<file path="config.mk">
export PLATFORM = sky130hd
export DESIGN_NAME = gmspc_cell_calc
export DESIGN_NICKNAME = d
export VERILOG_FILES = /design/src/hw/rtl/assert_macros.svh /design/src/hw/rtl/gmspc_pkg.sv /design/src/hw/rtl/gmspc_cell_calc.sv
export SDC_FILE = /design/constraint.sdc
export NUM_CORES = 1
export LEC_CHECK = 0
export BUFFER_PORTS_ARGS = -buffer_cell sky130_fd_sc_hd__buf_2
export CORE_AREA = 2 2 148 150
export DETAILED_ROUTE_END_ITERATION = 6
export DIE_AREA = 0 0 150 152
export GPL_TIMING_DRIVEN = 0
export PLACE_DENSITY = 0.67
export SYNTH_ARGS = -nofsm -noshare
export SYNTH_HDL_FRONTEND = slang
export SYNTH_SLANG_ARGS = --single-unit
</file>
<file path="constraint.sdc">
create_clock -name vclk -period 15.9
set_clock_uncertainty 0.2 [all_clocks]
set_input_delay 1.59 -clock vclk [all_inputs]
set_output_delay 1.59 -clock vclk [all_outputs]
set_load 0.01 [all_outputs]
</file>
<file path="src/hw/rtl/assert_macros.svh">
// Concurrent assertion helpers, clocked and disabled in reset
`ifndef ASSERT_MACROS_SVH
`define ASSERT_MACROS_SVH

`define ASSERT_IMPL(name, clk, rst, pre, post, msg) \
   name: assert property (@(posedge clk) disable iff (rst) (pre) |-> (post)) \
      else $error(msg);

`define ASSERT_NEXT(name, clk, rst, pre, post, msg) \
   name: assert property (@(posedge clk) disable iff (rst) (pre) |=> (post)) \
      else $error(msg);

`endif

</file>
<file path="src/hw/rtl/gmspc_pkg.sv">
package gmspc_pkg;

   localparam int MAX_SIDE_DEF = 128;
   localparam int SCORE_W      = 12;
   localparam int PATHS_W      = 30;
   localparam int DIGIT_W      = 4;
   localparam int CSR_W        = 8;

   localparam logic [PATHS_W-1:0] PATH_MOD   = 30'd1000000007;
   localparam logic [SCORE_W-1:0] SCORE_MAX  = 12'hFFF;
   localparam logic [CSR_W-1:0]   SIDE_RESET = 8'd128;

   typedef struct packed {
      logic [DIGIT_W-1:0] cell_digit;
      logic               cell_blocked;
   } req_type;

   typedef struct packed {
      logic [SCORE_W-1:0] cell_score;
      logic [PATHS_W-1:0] cell_paths;
      logic               last_cell;
   } rsp_type;

   typedef struct packed {
      logic [SCORE_W-1:0] score;
      logic [PATHS_W-1:0] paths;
   } cell_type;

   typedef struct packed {
      logic               first;
      logic               row0;
      logic               col0;
      logic               blocked;
      logic [DIGIT_W-1:0] digit;
   } calc_ctl_type;

endpackage

</file>
<file path="src/hw/rtl/gmspc_cell_calc.sv">
module gmspc_cell_calc (
   input  gmspc_pkg::calc_ctl_type ctl,
   input  gmspc_pkg::cell_type     up,
   input  gmspc_pkg::cell_type     left,
   input  gmspc_pkg::cell_type     diag,
   output gmspc_pkg::cell_type     res
);

   localparam int SUM_W = gmspc_pkg::PATHS_W + 2;

   logic                            up_ok;
   logic                            left_ok;
   logic                            diag_ok;
   logic [gmspc_pkg::SCORE_W-1:0]   best;
   logic [SUM_W-1:0]                sum;
   logic [SUM_W-1:0]                mod1;
   logic [SUM_W-1:0]                mod2;
   logic [gmspc_pkg::SCORE_W:0]     score_sum;

   always_comb begin
      up_ok   = !ctl.row0 && (up.paths != '0);
      left_ok = !ctl.col0 && (left.paths != '0);
      diag_ok = !ctl.row0 && !ctl.col0 && (diag.paths != '0);

      best = '0;
      if (up_ok && up.score > best) begin
         best = up.score;
      end
      if (left_ok && left.score > best) begin
         best = left.score;
      end
      if (diag_ok && diag.score > best) begin
         best = diag.score;
      end

      sum = '0;
      if (up_ok && up.score == best) begin
         sum = sum + SUM_W'(up.paths);
      end
      if (left_ok && left.score == best) begin
         sum = sum + SUM_W'(left.paths);
      end
      if (diag_ok && diag.score == best) begin
         sum = sum + SUM_W'(diag.paths);
      end

      mod1 = SUM_W'(gmspc_pkg::PATH_MOD);
      mod2 = {mod1[SUM_W-2:0], 1'b0};
      if (sum >= mod2) begin
         sum = sum - mod2;
      end else if (sum >= mod1) begin
         sum = sum - mod1;
      end

      score_sum = {1'b0, best} + (gmspc_pkg::SCORE_W+1)'(ctl.digit);

      res = '0;
      if (ctl.first) begin
         res.paths = gmspc_pkg::PATHS_W'(1);
      end else if (!ctl.blocked && (up_ok || left_ok || diag_ok)) begin
         res.score = score_sum[gmspc_pkg::SCORE_W] ? gmspc_pkg::SCORE_MAX
                                                   : score_sum[gmspc_pkg::SCORE_W-1:0];
         res.paths = sum[gmspc_pkg::PATHS_W-1:0];
      end
   end

endmodule

</file>
Yosys cells after proc, flatten, opt, wreduce, memory -nomap -nowiden:

Index checks and enable logic that the tools add are counted.

* flip-flop bits (word level): 0
* input bits: 134

* add/sub/neg operators: 5
* order comparisons: 5
* eq/ne operators: 3
* multiplexer cells: 12
* reduce and logical (&&, ||, !) cells: 19

Operators by type and width (count)
* 30-bit 2-to-1 mux: 4
* 30-bit nonzero test: 3
* 32-bit by 30-bit adder with 32-bit output: 2
* 32-bit 2-to-1 mux: 2
* 12-bit 2-to-1 mux: 5
* 30-bit subtractor, second input constant: 2
* 42-bit 2-to-1 mux: 1
* 12-bit equality test: 3
* 32-bit by 30-bit greater-or-equal comparator with 1-bit output, second input constant: 1
* 32-bit by 31-bit greater-or-equal comparator with 1-bit output, second input constant: 1
* 12-bit greater-than comparator: 2
* 12-bit by 4-bit adder with 13-bit output: 1
* 12-bit by 1-bit greater-than comparator with 1-bit output, second input constant: 1
* 1-bit logical AND: 11
* 1-bit zero test: 3
* 1-bit logical OR: 2

Logic depth before layout (Yosys ltp):

Gate-level depths: netlist of run 1.

* word-level depth: 22
* gate-level depth with buffers: 63

Worst setup path after synthesis of run 1:

Ideal clock, no wire load.

* kind: input port to output port
* start: input port up[11] (netlist bit)
* end: output port res[19] (netlist bit)
* arrival: 13.280 ns
* data required time: 14.110 ns
* setup slack: 0.830 ns
* stages on the path: 53
* path through: nor4_1 -> nand4_1 -> buf_4 -> o211ai_1 -> ha_1 -> nand4_2 -> nor3_1 -> a21oi_1 -> a211oi_4 -> buf_6 -> buf_2 -> nor2_1 -> a22oi_1 -> ha_1 -> a21oi_1 -> o221ai_1 -> a22oi_1 -> a21o_1 -> [... 17 more ...] -> ha_1 -> and2_1 -> and2_1 -> a221oi_1 -> o221ai_1 -> o41ai_1 -> o21ai_0 -> o41ai_1 -> o21ai_0 -> mux2i_1 -> o211ai_2 -> a41oi_1 -> o32ai_1 -> nor2_2 -> buf_6 -> mux2i_1 -> a21oi_1 -> nor3b_1

RTL lines
* start, declared: line gmspc_cell_calc.sv:3 `input gmspc_pkg::cell_type up,`
* end, declared: line gmspc_cell_calc.sv:6 `output gmspc_pkg::cell_type res`

==> results of run 1 <==
## Yosys cell counts (all sizes together), types with 25 or more instances
cell	count	area share [%]
xnor2	48	4.6
nor2	117	4.8
o211ai	25	2.3
and3	41	2.9
a21oi	120	6.6
nor4	44	3.6
clkbuf	33	1.4
ha	90	12
nor3	39	2.7
inv	55	2.3
nand2	93	4.0
nand3	34	2.1
xor2	35	3.3
o21ai	83	4.7
a21o	44	3.6
## per-layer routing
layer,GRT usage [%],vias to the layer above
li1,-,5600
met1,44.40,5599
met2,54.58,747
met3,2.553,154
met4,15.72,0
met5,0,-
## logic make-up after synthesis
| group | count (synthesis) | synth area share (%) |
|---|---|---|
| XOR/XNOR | 83 | 7.940 |
| AND/OR/NAND/NOR | 492 | 29.34 |
| adder cells (fa/ha/maj) | 93 | 12.96 |
| multiplexers | 34 | 3.977 |
| AO/OA/AOI/OAI | 507 | 39.99 |
| buffers and inverters | 111 | 5.795 |
## power groups by stage
stage	logic [mW]	clock network (mW)	registers [mW]
4_1_cts	0.314	0	0
3_5_place_dp	0.293	0	0
5_1_grt	0.366	0	0
6_report	0.341	0.00000000842	0
2_1_floorplan	0.197	0	0
3_3_place_gp	0.291	0	0
## stage by stage
step | setup WS (ps) | utilization (%) | std cells | setup TNS, ps
after floorplan | 830.3 | - | 1320 | 0
after global placement | -3138 | 48.58 | 1773 | -90020
after detailed placement | -3122 | 48.58 | 1773 | -89670
after CTS | 6.249 | 51.43 | 1805 | 0
after global routing | -134.4 | 53.93 | 1835 | -2148
final | 428.1 | 53.94 | 1836 | 0
## worst max path at each step
stage	slack [ps]	startpoint	end	cells after the start
after CTS	6	up[25]	res[19]	56
after detailed placement	-3120	up[27]	res[29]	59
after floorplan	830	up[11]	res[19]	53
final	430	up[23]	res[6]	57
after global routing	-130	up[23]	res[14]	56
after global placement	-3140	up[27]	res[29]	59
## final cells by class
class | instances | area [sq um] | area share, %
multi-input cells | 1209 | 9201 | 79.89
repair buffers | 239 | 1369 | 11.88
plain buffers | 51 | 384.1 | 3.335
well taps | 280 | 350.3 | 3.042
inverters | 56 | 210.2 | 1.825
diodes | 1 | 2.502 | 0.02173
## repair_timing
action / CTS / global route
gates resized for setup: 83 / 61
setup endpoints to repair: 30 / 30
pin swaps: 24 / 50
cloned: 0 / 2
buffers inserted: 33 / 31
==> results.txt, run 1 <==
register area share after synthesis -> 0%
CP max FO -> 19
total internal power -> 130.6 uW
Combinational Power Share -> 100.0%
# hold bufs at CTS -> 0
Slowest cell on crit path -> or3_4
Setup crit end kind -> primary output
hold endpoint -> res[0]
met2 WL post-DR -> 18310 um
Period Utilization, post-route -> 97.31%
CLK BUF -> 0
Detailed Route WL -> 40800 um
syn_area_per_cell -> 6.936 sq um
sequential share of power -> 0%
Final Hold Fails -> 0
YS warnings -> 0
Final setup violation count -> 0
Vert. Die Dim -> 152 um
vias -> 12.10k
share of cells above drive strength 1 -> 27.01%
full die area -> 22800 sq um
Core Box Area -> 21350 sq um
Hold WS -> 3270 ps
P_leak -> 5.275 nW
Peak Freq -> 0.06463 GHz
DRC viols -> 0
Final GP Congestion -> 1.000
global-route wire length before repair -> 61150 um
critical path data required time -> 14110 ps
status -> finished clean
Tot GR Track Use -> 33.43%
most frequent cells in the layout -> buf_2 (180), a21oi_1 (112), nor2_1 (112)
fill count -> 2169
Max Used Layer -> met4
hold path start -> ctl[7]
syn nets -> 1547
Net count, final -> 1784
num rows -> 54
Max VDD drop -> 12.60 uV
worst path arrival time -> 13680 ps
Slew @ Worst Pin -> 1067 ps
sequential cell area -> 0 sq um
Final Critical Period -> 15470 ps
flip-flop and latch count -> 0
initial antenna violation count -> 1
final-report max-slew violation count -> 0
Area after DPL -> 10370 sq um
Pre-antenna DRT Iters -> 6
clock share of power -> 0%
most used cell, CP -> nand2_1
Cells after Synth -> 1320
post-synth cell types -> 106
Routed WL per cell -> 22.22 um
max-cap violation count -> 0
hold crit path type -> in -> out
most common cell after layout, fill and taps aside -> buf_2
crit path kind -> in -> out
Die Width -> 150 um
grt total ovfl -> 0
DR iter-0 viols -> 1284
Final HPWL DP -> 32390 um
vias in the first global route -> 11.07k
worst hold stages -> 3
Switch Pwr -> 210.8 uW
Final Cell Area -> 11520 sq um
Power Dens Cells -> 29.64 nW/um^2
largest net degree at the start of global routing -> 20
vias per cell -> 6.590
layout overhead on the synthesized area -> 25.80%
met3 routed WL -> 3798 um
Post-DRT Antenna Nets -> 0
CP top delay family -> simple AND/OR/NAND/NOR gates
Slew headroom -> 28.22%
total power -> 341.4 uW
Post-Syn Area -> 9155 sq um
worst stage delay on the critical path -> 410 ps
io pins -> 176
initial core utilization -> 42.88%
Net Sw Frac -> 61.75%
CP Buf/Inv Count -> 7
met1 WL -> 16230 um
CP startpoint kind -> input port
I/O Buffers -> 173
Power figures use the tool's default switching activity.
==> inputs of run 2 (changes only) <==
Settings changed: BUFFER_PORTS_ARGS -buffer_cell sky130_fd_sc_hd__buf_2 to -buffer_cell sky130_fd_sc_hd__buf_4, GPL_ROUTABILITY_DRIVEN from default to 0.
==> run 2 against run 1 <==
The run now ends with DRC left. Largest cell class unchanged. Design area grew 6.7%. Flip-flop and latch count is the same. Via count grew 4.1%. Setup slack lost 350 ps. Final cell count grew 1.6%. Critical endpoint is now res[14].
==> results.txt, run 2 (synthesis gave the netlist of run 1 again) <==
CLK BUF -> 0 (unchanged)
worst path arrival time -> 14040 ps (+360 ps)
Max VDD drop -> 11.16 uV (-11%)
Period Utilization, post-route -> 99.54% (+2.2 points)
vias -> 12.60k (+4.1%)
most used cell, CP -> buf_4
Vert. Die Dim -> 152 um (unchanged)
most common cell after layout, fill and taps aside -> buf_4
io pins -> 176 (unchanged)
P_leak -> 5.509 nW (+4.4%)
Core Box Area -> 21350 sq um (unchanged)
vias in the first global route -> 11.75k (+6.1%)
most frequent cells in the layout -> buf_4 (266), nor2_1 (112), a21oi_1 (110)
DR iter-0 viols -> 1572 (+22%)
total negative slack -> 0 ps (unchanged)
num rows -> 54 (unchanged)
Final Critical Period -> 15830 ps (+354.4 ps)
Tot GR Track Use -> 33.44% (about the same)
Pre-antenna DRT Iters -> 7 (+1)
Routed WL per cell -> 22.65 um (+1.9%)
DRC viols -> 3 (+3)
Post-DRT Antenna Nets -> 0 (unchanged)
critical path data required time -> 14110 ps (about the same)
Detailed Route WL -> 42260 um (+3.6%)
Setup crit end kind -> primary output
vias per cell -> 6.753 (+2.5%)
initial core utilization -> 42.88% (unchanged)
flip-flop and latch count -> 0 (unchanged)
total power -> 369.0 uW (+8.1%)
layout overhead on the synthesized area -> 34.24%
crit path kind -> in -> out
Multi-input gate area -> 9290 sq um (+0.97%)
full die area -> 22800 sq um (unchanged)
final-report max-slew violation count -> 0 (unchanged)
status -> complete, but fails checks
Power Dens Cells -> 30.03 nW/um^2 (+1.3%)
initial antenna violation count -> 0 (-1)
Slew @ Worst Pin -> 1049 ps (-18.16 ps)
max-cap violation count -> 0 (unchanged)
Die Width -> 150 um (unchanged)
grt total ovfl -> 0 (unchanged)
Peak Freq -> 0.06319 GHz (-2.2%)
CP startpoint kind -> input port
Net count, final -> 1815 (+1.7%)
Final setup violation count -> 0 (unchanged)
Slew headroom -> 29.44% (+1.2 points)
Slowest cell on crit path -> a2111oi_4
hold crit path type -> in -> out
Final Hold Fails -> 0 (unchanged)
setup ws final -> 73.63 ps (-354.4 ps)
sequential cell area -> 0 sq um (unchanged)
failing checks -> DRC
Final Util -> 57.56% (+3.6 points)
Place WS -> -2937 ps (+185.0 ps)
largest net degree at the start of global routing -> 20 (unchanged)
share of cells above drive strength 1 -> 29.32% (+2.3 points)
# hold bufs at CTS -> 0 (unchanged)
CP max FO -> 10 (-9)
I/O Buffers -> 173 (unchanged)
Hold WS -> 3249 ps (-20.76 ps)
antenna cell count -> 0 (-1)
fill count -> 2006 (-7.5%)
Final HPWL DP -> 31270 um (-3.5%)
worst stage delay on the critical path -> 580 ps (+170 ps)
global-route wire length before repair -> 61840 um (+1.1%)
run 2: cell count changes in the layout (fill, tap and decap cells not counted), sizes merged:
| cell | delta |
|---|---|
| buf | +31 |
| diode | -1 |
run 2: worst paths after layout:
kind	cells past startpoint	endpoint	startpoint	slack, ps
min	3	res[0]	ctl[7]	3250
max	64	res[14]	up[27]	70
run 2: layout make-up:
cell class / instances / share of cell area (%)
repair buffers: 269 / 16.65
inverters: 56 / 1.710
multi-input cells: 1209 / 75.60
well taps: 280 / 2.851
plain buffers: 52 / 3.197
run 2: per-stage QoR:
step | cell area, sq um | std cells
detailed placement | 10800 | 1773
global route | 12290 | 1866
floorplan | 9155 | 1320
finish | 12290 | 1866
global placement | 10800 | 1773
CTS | 11660 | 1839
run 2: routing by layer:
layer  part of all wire (%)  vias up  wire length, um  GRT usage (%)
met2                     44      937            18590          53.53
met3                     11      276             4747          4.685
met5                      0        -                0              0
li1                       -     5674                -              -
met1                     38     5715            15970          43.06
met4                    7.0        0             2954          18.01
run 2: what timing repair did:
item | in CTS | in global routing
resized for setup | 79 | 89
setup endpoints to repair | 30 | 30
buffers inserted | 66 | 27
pin swaps | 39 | 45
gates cloned | 1 | 2
run 2: power by group:
part	total [mW]	leakage (nW)	switching, mW	internal, mW
Sequential	0	0	0	0
Combinational	0.369	5.51	0.220	0.149
Clock	0	0	0	0
run 2: worst max-delay path: cells and delay by family:
kind | cells | cell delay, ps
AO/OA/AOI/OAI | 19 | 4660
XOR/XNOR | 2 | 270
adder cells (fa/ha/maj) | 5 | 1530
buffers and inverters | 14 | 2460
AND/OR/NAND/NOR | 24 | 3490
==> inputs of run 3 (changes only) <==
Settings changed: CORE_AREA 2 2 148 150 to 2 2 170 172, DIE_AREA 0 0 150 152 to 0 0 172 174, PLACE_DENSITY 0.67 to 0.54.
==> run 3 against run 2 <==
Sequential share of layout area unchanged. Largest power group unchanged. Routed wire length up 1.7%. Via count down 3.3%. Fmax up 1.1%. Clock-buffer cell count unchanged. First-iteration DRC count down 7.8%. Hold slack better by 1.0 ps. Largest cell class unchanged. Core utilization down 13 points. Setup slack better by 180 ps. Highest routed layer unchanged. Combinational power about the same. The flow now finishes without violations. Non-clock buffer count up 11.
==> results.txt, run 3 (synthesis gave the netlist of run 1 again) <==
vias -> 12.19k (-3.3%)
status -> finished clean
DR iter-0 viols -> 1450 (-7.8%)
Vert. Die Dim -> 174 um (+14%)
Power Dens Cells -> 29.45 nW/um^2 (-1.9%)
sequential cell area -> 0 sq um (unchanged)
Core Box Area -> 28240 sq um (+32%)
final-report max-slew violation count -> 0 (unchanged)
flip-flop and latch count -> 0 (unchanged)
largest net degree at the start of global routing -> 20 (unchanged)
fill count -> 2948 (+47%)
initial antenna violation count -> 1 (+1)
Slew @ Worst Pin -> 1041 ps (-8.048 ps)
vias in the first global route -> 11.31k (-3.7%)
total negative slack -> 0 ps (unchanged)
Peak Freq -> 0.06390 GHz (+1.1%)
Max VDD drop -> 10.12 uV (-9.3%)
share of cells above drive strength 1 -> 30.49% (+1.2 points)
Pre-antenna DRT Iters -> 6 (-1)
DRC viols -> 0 (-3)
layout overhead on the synthesized area -> 37.09%
Routed WL per cell -> 21.69 um (-4.2%)
Setup crit end kind -> primary output
io pins -> 176 (unchanged)
critical path data required time -> 14110 ps (about the same)
Period Utilization, post-route -> 98.42% (-1.1 points)
Final setup violation count -> 0 (unchanged)
Slew headroom -> 29.98% (+0.54 points)
I/O Buffers -> 173 (unchanged)
most used cell, CP -> buf_4
CP startpoint kind -> input port
worst stage delay on the critical path -> 430 ps (-150 ps)
most common cell after layout, fill and taps aside -> buf_4
Final Util -> 44.45% (-13 points)
CLK BUF -> 0 (unchanged)
crit path kind -> in -> out
grt total ovfl -> 0 (unchanged)
vias per cell -> 6.150 (-8.9%)
Area after DPL -> 10930 sq um (+1.2%)
Final Cell Area -> 12550 sq um (+2.1%)
total power -> 369.6 uW (+0.15%)
full die area -> 29930 sq um (+31%)
hold crit path type -> in -> out
Detailed Route WL -> 42990 um (+1.7%)
Net count, final -> 1826 (+0.61%)
num rows -> 62 (+15%)
Final HPWL DP -> 33920 um (+8.5%)
worst path arrival time -> 13860 ps (-180 ps)
global-route wire length before repair -> 62760 um (+1.5%)
Die Width -> 172 um (+15%)
initial core utilization -> 32.42% (-10 points)
Tot GR Track Use -> 26.52% (-6.9 points)
CP max FO -> 19 (+9)
Slowest cell on crit path -> or3_4
Final Hold Fails -> 0 (unchanged)
P_leak -> 5.608 nW (+1.8%)
most frequent cells in the layout -> buf_4 (280), nor2_1 (112), a21oi_1 (109)
max-cap violation count -> 0 (unchanged)
Final Critical Period -> 15650 ps (-177.5 ps)
Post-DRT Antenna Nets -> 0 (unchanged)
## run 3: changes by cell type in the layout (fill, tap and decap cells not counted), sizes merged
cell   previous run  this run
diode             0         1
buf             293       304
## run 3: repair_timing
item / CTS / global route
setup endpoints to repair: 30 / 30
cloned: 0 / 2
resized for setup: 88 / 91
pin swaps: 30 / 67
setup buffers: 49 / 57
hold buffers: 0 / 0
## run 3: routing by layer
layer | GRT usage [%] | vias up | part of all wire, %
met4 | 8.648 | 0 | 4.8
met5 | 0 | - | 0
met1 | 35.50 | 5650 | 41
met2 | 44.85 | 698 | 46
met3 | 1.981 | 149 | 8.0
li1 | - | 5692 | -
## run 3: critical path: cells and delay by family
kind                     cells  cell delay, ps
XOR/XNOR                     2             310
AO/OA/AOI/OAI               21            5170
AND/OR/NAND/NOR             23            3430
buffers and inverters       11            1830
adder cells (fa/ha/maj)      5            1490
## run 3: power breakdown
part           internal (mW)  switching (mW)  leakage, nW      total, mW
Sequential                 0               0            0              0
Combinational          0.151           0.218         5.61          0.370
Clock          0.00000000841               0   0.00000634  0.00000000842
## run 3: final cells by class
cell class / instances / area, sq um / area share [%]
inverter: 56 / 210.2 / 1.675
tap: 384 / 480.5 / 3.828
buffer: 51 / 402.9 / 3.210
timing repair buffer: 281 / 2108 / 16.80
antenna: 1 / 2.502 / 0.01994
multi-input combinational: 1209 / 9346 / 74.47
## run 3: worst paths after layout
check | start | endpoint | slack (ps) | depth (start not counted)
max | up[9] | res[22] | 250 | 62
min | ctl[7] | res[0] | 3250 | 3
## run 3: stage by stage
| step | worst slack [ps] | instances | hold slack (ps) |
|---|---|---|---|
| after detailed placement | -3177 | 1877 | 3249 |
| after global routing | -133.5 | 1981 | 3265 |
| after CTS | 9.464 | 1925 | 3252 |
| after global placement | -3239 | 1877 | 3255 |
| after floorplan | 830.3 | 1320 | 3082 |
| final | 251.1 | 1982 | 3250 |
